===== src/rtl/core/csa_pkg.sv =====
// Package for the cosine similarity accumulator.
// Holds default parameters, result codes, the controller state type
// and the command and status structs. No dependencies.
`default_nettype none

package csa_pkg;

    localparam int MAX_LEN_DEF   = 512;
    localparam int ELEM_BITS_DEF = 16;

    // Output field widths; the ratio search resolves one bit per output bit.
    localparam int SIM_W    = 16;
    localparam int STATUS_W = 2;
    localparam int K_BITS   = SIM_W;

    localparam logic [STATUS_W-1:0] STATUS_OK    = 2'd0;
    localparam logic [STATUS_W-1:0] STATUS_ZERO  = 2'd1;
    localparam logic [STATUS_W-1:0] STATUS_LONG  = 2'd2;

    localparam logic [SIM_W-1:0] SIM_MAX = 16'h7FFF;

    typedef enum logic [2:0] {
        ST_ACCUM,
        ST_LOAD,
        ST_MUL,
        ST_SINIT,
        ST_SUM,
        ST_CMP,
        ST_DONE
    } csa_state_t;

    typedef struct packed {
        logic acc_en;
        logic snap;
        logic load;
        logic mul_step;
        logic search_init;
        logic sum_step;
        logic cmp_step;
        logic out_load;
    } csa_cmd_t;

    typedef struct packed {
        logic special;
        logic mul_last;
        logic bit_last;
        logic out_free;
    } csa_stat_t;

endpackage

`default_nettype wire


===== src/rtl/core/csa_ctrl.sv =====
// Controller for the cosine similarity accumulator.
// Sequences accumulation, the serial multiplies and the ratio search.
// Depends on csa_pkg.
`default_nettype none

module csa_ctrl
    import csa_pkg::*;
(
    input  wire logic      clk,
    input  wire logic      rst_n,
    input  wire logic      in_valid,
    input  wire logic      last,
    output logic           in_stall,
    input  csa_stat_t      stat,
    output csa_cmd_t       cmd
);

    csa_state_t state_reg;
    csa_state_t state_next;

    always_ff @(posedge clk or negedge rst_n)
    begin
        if (!rst_n)
        begin
            state_reg <= ST_ACCUM;
        end
        else
        begin
            state_reg <= state_next;
        end
    end

    always_comb
    begin
        state_next = state_reg;
        unique case (state_reg)
            ST_ACCUM:
            begin
                if (in_valid && last)
                begin
                    state_next = ST_LOAD;
                end
            end
            ST_LOAD:
            begin
                state_next = stat.special ? ST_DONE : ST_MUL;
            end
            ST_MUL:
            begin
                if (stat.mul_last)
                begin
                    state_next = ST_SINIT;
                end
            end
            ST_SINIT:
            begin
                state_next = ST_SUM;
            end
            ST_SUM:
            begin
                state_next = ST_CMP;
            end
            ST_CMP:
            begin
                state_next = stat.bit_last ? ST_DONE : ST_SUM;
            end
            ST_DONE:
            begin
                if (stat.out_free)
                begin
                    state_next = ST_ACCUM;
                end
            end
            default:
            begin
                state_next = ST_ACCUM;
            end
        endcase
    end

    always_comb
    begin
        cmd      = '0;
        in_stall = 1'b1;
        unique case (state_reg)
            ST_ACCUM:
            begin
                in_stall   = 1'b0;
                cmd.acc_en = in_valid;
                cmd.snap   = in_valid && last;
            end
            ST_LOAD:
            begin
                cmd.load = 1'b1;
            end
            ST_MUL:
            begin
                cmd.mul_step = 1'b1;
            end
            ST_SINIT:
            begin
                cmd.search_init = 1'b1;
            end
            ST_SUM:
            begin
                cmd.sum_step = 1'b1;
            end
            ST_CMP:
            begin
                cmd.cmp_step = 1'b1;
            end
            ST_DONE:
            begin
                cmd.out_load = stat.out_free;
            end
            default:
            begin
                in_stall = 1'b1;
            end
        endcase
    end

endmodule

`default_nettype wire


===== config.mk =====
export PLATFORM = sky130hd
export DESIGN_NAME = csa_ctrl
export DESIGN_NICKNAME = d
export VERILOG_FILES = /design/src/rtl/core/csa_pkg.sv /design/src/rtl/core/csa_ctrl.sv
export SDC_FILE = /design/constraint.sdc
export NUM_CORES = 1
export LEC_CHECK = 0
export ABC_CLOCK_PERIOD_IN_PS = 2700
export CAP_MARGIN = 20
export CORE_AREA = 2 2 39 41
export DETAILED_ROUTE_END_ITERATION = 8
export DIE_AREA = 0 0 41 43
export DONT_BUFFER_PORTS = 1
export GPL_ROUTABILITY_DRIVEN = 0
export SLEW_MARGIN = 20
export SYNTH_ARGS = -nofsm -noshare
export SYNTH_HDL_FRONTEND = slang
export SYNTH_SLANG_ARGS = --single-unit

===== constraint.sdc =====
create_clock -name clk -period 2.7 [get_ports clk]
set_input_delay 0.54 -clock clk [delete_from_list [all_inputs] [get_ports clk]]
set_output_delay 0.54 -clock clk [all_outputs]
set_load 0.03 [all_outputs]

==> run metrics, run 1 <==
MaxCap Viol Count 0; Ys Warns 0; Core Region 1380 um2; XOR/XNOR Fraction of Synth Area 3.76%; Die W 41 um; post-CTS sizing 0; nets@finish 42; Pwr per Cell Area 1530 nW/um2; area share of the largest cell type after synthesis 32.3%; first-pass GRT wire length 841 um; arrival time worst endpoint 1.37 ns; outcome completed; cell area after synthesis 233 um2; Die Y-Extent 43 um; Detailed Route Iter0 Violations 3; std cell rows 14; RSZ-0062 raised after global routing no; P_int 0.000187 W; synthesized netlist cell count 29; Leak 0.112 nW; Net Sw Frac 55.4%; CTS tree done; clk_skew 0.00209 ns; Reg power frac 29.0%; clk_lat worst skew 0.23 ns; Pins Over Slew Limit 0; Clock Root Buffer clkbuf_4; Worst-Margin Slew 0.545 ns; Syn Area/Cell 8.02 um2; Yosys reg bits 3; setup TNS 0 ns; Max Clk Rate 524 MHz; final setup fails 0; Final Routed Wirelength 510 um; grt total ovfl 0; cts bufs inserted 3; H-tree Lvls 1; mux cell area share after synthesis 0%; dpl hpwl 412 um; Tcrit/Tclk final 70.7%; DR DRC count 0; startpoint class of the critical path flip-flop; final core utilization 19.8%; vias in the first global route 212; Area contributors post-synth dfrtp_1 32%, buf_6 9.7%, o21ai_1 6.5%; post-route ant nets 0; largest net degree at the start of global routing 12; NetSw 0.000233 W; Top Ports 17; initial antenna violation count 0; Synth Area in Adders 0%; clock slew at reported path FFs 0.04 ns; post-synth top area cell dfrtp_1; via count 199; die area 1760 um2; total clock sinks 3; Syn Nets 37; DRT Pass-1 Iters 2; Setup CP Type reg2out; Critical Path RT 2.16 ns; total track usage 7.65%; VDD IR-drop max 0.313 mV; Area Overhead vs Synth 17.7%; worst-path fanout max 11; Synth Area in Simple Gates 32.8%; Seq/Total Area, Yosys 32.3%; CTS max path bufs 2; n_diodes 0; post-DR wirelength/cell 10.4 um; Synth Area in Compound Gates 18.3%; max reg flops 3; Synth cell types 18; starting density of the core 16.8%; worst min path class in2reg; clock share of power 18.9%; layout cells sized above 1 24.2%; Port-buffer cells 0; Comb power frac 52.2%; Min Clock Period, post-route 1.91 ns; Slew Limit Headroom 63.5%; Vias/cell 4.06; largest family of logic cells by synthesized area simple AND/OR/NAND/NOR gates; Fin. Hold Viols 0; CP Capture Type output pin
-- worst paths after layout --
path / startpoint / to / slack, ns / cells after the start
worst max register to register: state_reg[1] / state_reg[1] / 1.74 / 3
worst min-delay path: stat[2] / state_reg[0] / 0.47 / 2
max in group asynchronous: rst_n / state_reg[1] / 1.99 / 1
min in group asynchronous: rst_n / state_reg[0] / 0.56 / 1
worst min register to register: state_reg[2] / state_reg[1] / 0.61 / 1
worst max-delay path: state_reg[1] / cmd[4] / 0.79 / 2
-- per-stage QoR --
step	worst slack [ns]	cells	hold slack, ns	power (W)	area [um2]
detailed placement	1.03	44	0.245	0.000343	238
finish	0.791	49	0.465	0.000420	274
global placement	1.04	44	0.245	0.000340	238
floorplan	0.965	29	0.244	0.000342	233
global route	0.681	49	0.488	0.000461	274
CTS	0.777	49	0.463	0.000427	274
-- worst max-delay path: stages, from the launching register on --
cell and delay (ns):
dfrtp_1 0.54, nand2b_1 0.15, nor2_1 0.45
-- per-layer routing --
metal	part of all wire (%)	global-route usage [%]	wire length, um
met3	8.8	4.19	45
met1	39	8.77	198
met2	52	9.06	267
met5	0	0	0
met4	0	8.00	0
-- power by group through the flow --
| stage | logic [W] | clock network (W) | registers, W |
|---|---|---|---|
| 2_1_floorplan | 0.000256 | 0 | 0.0000863 |
| 3_3_place_gp | 0.000218 | 0 | 0.000122 |
| 3_5_place_dp | 0.000219 | 0 | 0.000123 |
| 4_1_cts | 0.000222 | 0.0000825 | 0.000122 |
| 5_1_grt | 0.000243 | 0.0000869 | 0.000131 |
| 6_report | 0.000219 | 0.0000792 | 0.000122 |
-- cells by family (layout without fill, tap and decap cells) --
kind of cell | count (synthesis) | after routing
AOI/OAI and AO/OA | 7 | 7
xor gates and xnor gates | 1 | 1
buffers and inverters | 4 | 8
DFF | 3 | 3
and+or+nand+nor | 14 | 14
-- cell usage in the layout (no fill, tap or decap) --
cell type and n:
clkbuf_4 3, and2_1 1, o21ai_1 3, and3_1 1, a21oi_1 1, nor3b_2 1
xnor2_1 1, clkbuf_1 1, o21ai_0 1, nor3_1 1, dfrtp_1 3, nand2_1 4
nor2_1 4, nor3_2 1, inv_2 1, a21oi_2 1, inv_1 1, buf_4 1
dlygate4sd3_1 1, o32ai_1 1, nand2b_1 1
-- Yosys cell counts (all sizes together) --
library cell and n:
and3 1, buf 2, nor3b 1, inv 2, o32ai 1, xnor2 1, a21oi 2, nor2 4
nand2 4, nor3 2, and2 1, dfrtp 3, nand2b 1, o21ai 4
-- what timing repair did --
item                      CTS  global route
hold endpoints to repair    3             0
hold buffers                1             0
buffers inserted            0             0
-- layout make-up --
| class | instances | area, um2 |
|---|---|---|
| flip-flops and latches | 3 | 75.1 |
| multi-input cells | 22 | 128 |
| well taps | 16 | 20.0 |
| repair buffers | 2 | 17.5 |
| fillers | 165 | 1110 |
| inverters | 2 | 7.51 |
| clock buffers | 4 | 26.3 |
(Power assumes the default switching activity.)
==> run 2, diff against run 1 <==
ABC_AREA = 1   (was default)
ABC_CLOCK_PERIOD_IN_PS = 2000   (was 2700)
clock period = 2 ns   (was 2.7 ns; I/O delays follow)
==> run 2 against run 1 <==
Highest routed layer unchanged. Critical path depth up 1. Die area unchanged. Critical path type unchanged. First-iteration DRC count unchanged. Power is 64% higher. Largest power group unchanged. Core utilization rose by 7.3 points. Combinational power is 98% higher. Via count is 49% higher.
==> run metrics, run 2 <==
outcome completed; CTS tree done; setup TNS 0 ns; die area 1760 um2; total track usage 8.84%; most frequent cells in the layout 9 x nand2_1, 7 x buf_4, 6 x nor2_1; most common cell after layout, fill and taps aside nand2_1; area share of the largest cell type after synthesis 27.4%; Core Region 1380 um2; Synth cell types 17; synthesized netlist cell count 42; dominant synthesized flop cell dfrtp_1; Ys Warns 0; cell family with the largest share of critical-path delay flip-flops; CTS max path bufs 2; initial antenna violation count 0; R2R setup slack 0.79 ns; MaxCap Viol Count 0; R2R depth 5; clk_lat worst skew 0.23 ns; std cell rows 14; Pwr per Cell Area 1830 nW/um2; Leak 0.205 nW; post-synth top area cell dfrtp_1; Syn Nets 50; Area Overhead vs Synth 37.0%; Die W 41 um; Syn Area/Cell 6.52 um2; VDD IR-drop max 0.503 mV; ys async rst share 100%; Die Y-Extent 43 um; Yosys reg bits 3; dpl hpwl 548 um; Synth Area in Simple Gates 58.4%; Port-buffer cells 0; # Post-CTS Setup Buffers 0; Fillers 161; largest net degree at the start of global routing 9; DRT Pass-1 Iters 4; Final Non-Filler Cells 69; Min Clock Period, post-route 1.68 ns; final hold slack 0.331 ns; RSZ-0062 raised after global routing no; crit path from state_reg[0]; H-tree Lvls 1; Fin. Hold Viols 0; Area contributors post-synth dfrtp_1 27%, nand2_1 12%, nor2_1 8.2%; worst r2r src state_reg[1]; max reg flops 3; Clock Root Buffer clkbuf_4; Post-synth EDFFs 0; CP cell instances clkinv_1 > nor3_1 > buf_4; post-CTS sizing 0; worst-path fanout max 8; first-pass GRT wire length 986 um; WP depth 3; final core utilization 27.1%; Worst-Margin Slew 0.299 ns; Seq/Total Area, Yosys 27.4%; cts bufs inserted 3; delay of the slowest cell on the worst path 0.50 ns; Final Routed Wirelength 645 um; post-route ant nets 0; Synth Area in Compound Gates 1.83%; CP endpoint cmd[1]; reg-to-reg endpoint state_reg[2]; grt total ovfl 0; startpoint class of the critical path flip-flop; Critical Path RT 1.60 ns; slowest cell on the critical path dfrtp_1; # hold bufs at CTS 1; Slew Limit Headroom 80.1%; clock slew at reported path FFs 0.04 ns; largest family of logic cells by synthesized area simple AND/OR/NAND/NOR gates; worst min path class in2reg; buffers plus inverters on the worst setup path 2; Max Clk Rate 596 MHz; clk_skew 0.00365 ns; n_diodes 0; DR DRC count 0; nets@finish 62; Top Ports 17; final setup fails 0; Tcrit/Tclk final 83.9%; Placed Cells 64; via count 296; total clock sinks 3; cell with the most instances after synthesis nand2_1; post-DR wirelength/cell 9.35 um; arrival time worst endpoint 1.28 ns; Detailed Route Iter0 Violations 3; layout cells sized above 1 35.8%; Pins Over Slew Limit 0; mux cell area share after synthesis 0%; cell area after synthesis 274 um2; Vias/cell 4.29; starting density of the core 19.8%; commonest cells in the netlist 9 x nand2_1, 6 x nor2_1, 4 x inv_1; Synth Area in Adders 0%; CP Capture Type output pin; XOR/XNOR Fraction of Synth Area 0%; vias in the first global route 236; Setup CP Type reg2out
## run 2: layout make-up
class / count / area (um2) / area share, %
sequential: 3 / 75.1 / 20.0
multi-input combinational: 31 / 165 / 44.0
tap: 16 / 20.0 / 5.33
clock buffer: 4 / 26.3 / 7.00
inverter: 7 / 26.3 / 7.00
timing repair buffer: 8 / 62.6 / 16.7
## run 2: worst min-delay path by stage
stage                     startpoint            to  slack, ns  cells after the start
after floorplan                rst_n  state_reg[0]       0.10                      0
after global placement         rst_n  state_reg[2]       0.10                      0
after detailed placement       rst_n  state_reg[1]       0.10                      0
after CTS                    stat[3]  state_reg[2]       0.33                      2
after global routing         stat[3]  state_reg[2]       0.36                      2
final                        stat[3]  state_reg[2]       0.33                      2
## run 2: metrics by stage
stage / total power [W] / area (um2) / worst slack, ns
after global routing: 0.000761 / 375 / 0.216
final: 0.000687 / 375 / 0.322
after global placement: 0.000583 / 339 / 0.588
after floorplan: 0.000487 / 274 / 0.245
after CTS: 0.000698 / 375 / 0.315
after detailed placement: 0.000585 / 339 / 0.572
## run 2: logic make-up (layout without fill, tap and decap cells)
group,count (synthesis),count (layout)
compound gates,1,1
buf+inv,8,19
flops,3,3
simple gates,30,30
## run 2: report_power, final
group,internal [W],switching [W]
Combinational,0.000140,0.000294
Clock,0.0000747,0.0000297
Sequential,0.0000917,0.0000572
## run 2: routing by layer
layer	wire (um)	share of wire [%]	up-vias	track usage, %
li1	-	-	153	-
met5	0	0	-	0
met4	0	0	0	4.00
met2	258	40	16	9.38
met3	111	17	0	9.42
met1	274	42	127	10.9
==> run 3, diff against run 2 <==
ABC_CLOCK_PERIOD_IN_PS = 1400   (was 2000)
clock period = 1.4 ns   (was 2 ns; I/O delays follow)
==> run 3 against run 2 <==
The run now ends with setup timing left. Routed wire length is 22% higher. First-iteration DRC count increased by 67%. Non-clock buffer count up 6. Cell area up 33%. Cell count increased by 8.7%. Sequential share of layout area down 4.2 points. Global-route usage grew 1.7 points. Via count grew 11%. Combinational power up 120%. Count of clock-buffer cells in the layout is the same. Sequential cell count stayed put.
==> run metrics, run 3 (synthesized netlist as in run 2, its figures left out) <==
outcome finished with violations; violated checks setup timing; Seq. cell area 78.8 um2; multi-input logic area 219 um2; Setup CP Type reg2out; grt total ovfl 0; Fillers 152; Setup Slack @ Placement 0.117 ns; slowest cell on the critical path dfrtp_2; Tcrit/Tclk final 102%; nets@finish 68; Final Routed Wirelength 790 um; VDD IR-drop max 0.724 mV; total clock sinks 3; Slew Limit Headroom 86.0%; Worst-Margin Slew 0.210 ns; dpl hpwl 542 um; Top Ports 17; via count 329; first-pass GRT wire length 1240 um; Pins Over Slew Limit 0; layout cells sized above 1 66.1%; Leak 0.246 nW; total track usage 10.6%; cts bufs inserted 3; RSZ-0062 raised after global routing yes; DRT Pass-1 Iters 2; n_diodes 0; Pwr per Cell Area 2670 nW/um2; final setup fails 3; CTS tree done; Final WS setup -0.0291 ns; delay of the slowest cell on the worst path 0.45 ns; Critical Path RT 1.12 ns; final hold slack 0.189 ns; largest net degree at the start of global routing 7; Fin. Hold Viols 0; Die Y-Extent 43 um; post-route ant nets 0; Placed Area 364 um2; CTS max path bufs 2; Detailed Route Iter0 Violations 5; most common cell after layout, fill and taps aside buf_4; arrival time worst endpoint 1.15 ns; std cell rows 14; Port-buffer cells 0; Clock Root Buffer clkbuf_4; H-tree Lvls 1; CP cell instances buf_6 > nor3_2 > buf_4; clock slew at reported path FFs 0.04 ns; Max Clk Rate 700 MHz; Core Region 1380 um2; clk_lat worst skew 0.23 ns; Vias/cell 4.39; post-DR wirelength/cell 10.5 um; die area 1760 um2; final core utilization 36.0%; vias in the first global route 313; DR DRC count 0; cell family with the largest share of critical-path delay flip-flops; MaxCap Viol Count 0; final instance area 498 um2; startpoint class of the critical path flip-flop; Die W 41 um; Min Clock Period, post-route 1.43 ns; clk_skew 0.00363 ns; max reg flops 3; worst-path fanout max 5; worst min path class in2reg; CP Capture Type output pin; most frequent cells in the layout 10 x buf_4, 7 x nand2_1, 4 x nor2_4; Area Overhead vs Synth 81.7%; starting density of the core 19.8%; initial antenna violation count 0; buffers plus inverters on the worst setup path 2
## run 3: changes by cell type in the layout (fill, tap and decap cells not counted), moves of 3 or more
| cell | delta |
|---|---|
| buf_4 | +3 |
| buf_6 | +3 |
| dfrtp_1 | -3 |
| dfrtp_2 | +3 |
| inv_4 | +3 |
| nor2_1 | -3 |
| nor2_4 | +3 |
| nor3_1 | -3 |
## run 3: repair_timing
item,4_1_cts,5_1_grt
resized for setup,16,1
setup endpoints to repair,8,9
hold endpoints to repair,3,0
pin swaps,5,4
hold buffers,1,0
buffers inserted,7,0
## run 3: report_power, final
group | internal [W] | switching (W) | total, W
Sequential | 0.000140 | 0.000110 | 0.000250
Clock | 0.000106 | 0.0000402 | 0.000147
Combinational | 0.000387 | 0.000548 | 0.000934
Total | 0.000633 | 0.000698 | 0.00133
## run 3: through the flow
| stage | cells | total power [W] | setup TNS (ns) |
|---|---|---|---|
| 2_1_floorplan | 42 | 0.000754 | 0 |
| 3_3_place_gp | 63 | 0.000894 | 0 |
| 5_1_grt | 75 | 0.00144 | -0.447 |
| 6_report | 75 | 0.00133 | -0.0718 |
| 3_5_place_dp | 63 | 0.000904 | 0 |
| 4_1_cts | 75 | 0.00132 | -0.111 |
## run 3: worst paths after layout
path / start / slack [ns] / to / cells past startpoint
max in group asynchronous: rst_n / 0.94 / state_reg[1] / 1
min reg2reg: state_reg[2] / 0.62 / state_reg[2] / 2
min in group asynchronous: rst_n / 0.30 / state_reg[2] / 1
min: stat[3] / 0.19 / state_reg[2] / 2
max reg2reg: state_reg[0] / 0.14 / state_reg[1] / 8
max: state_reg[0] / -0.03 / cmd[0] / 3
## run 3: worst register-to-register path: stages, from the launching register on
cell     delay [ns]
dfrtp_2        0.45
buf_6          0.14
buf_4          0.12
nor2_2         0.11
nand2_2        0.09
nand2_1        0.08
nor2_1         0.04
nand2_1        0.06
nand2_1        0.06
## run 3: area by class of cell
type,count,area share [%]
multi-input cells,31,44.0
inverters,7,7.04
clock buffers,4,5.28
repair buffers,14,23.9
well taps,16,4.02
flip-flops and latches,3,15.8
## run 3: metal layers
layer / track usage, % / up-vias / part of all wire, %
met5: 0 / - / 0
met4: 6.00 / 0 / 0
met3: 2.62 / 0 / 8.6
met2: 18.8 / 12 / 60
met1: 10.1 / 151 / 32
li1: - / 166 / -
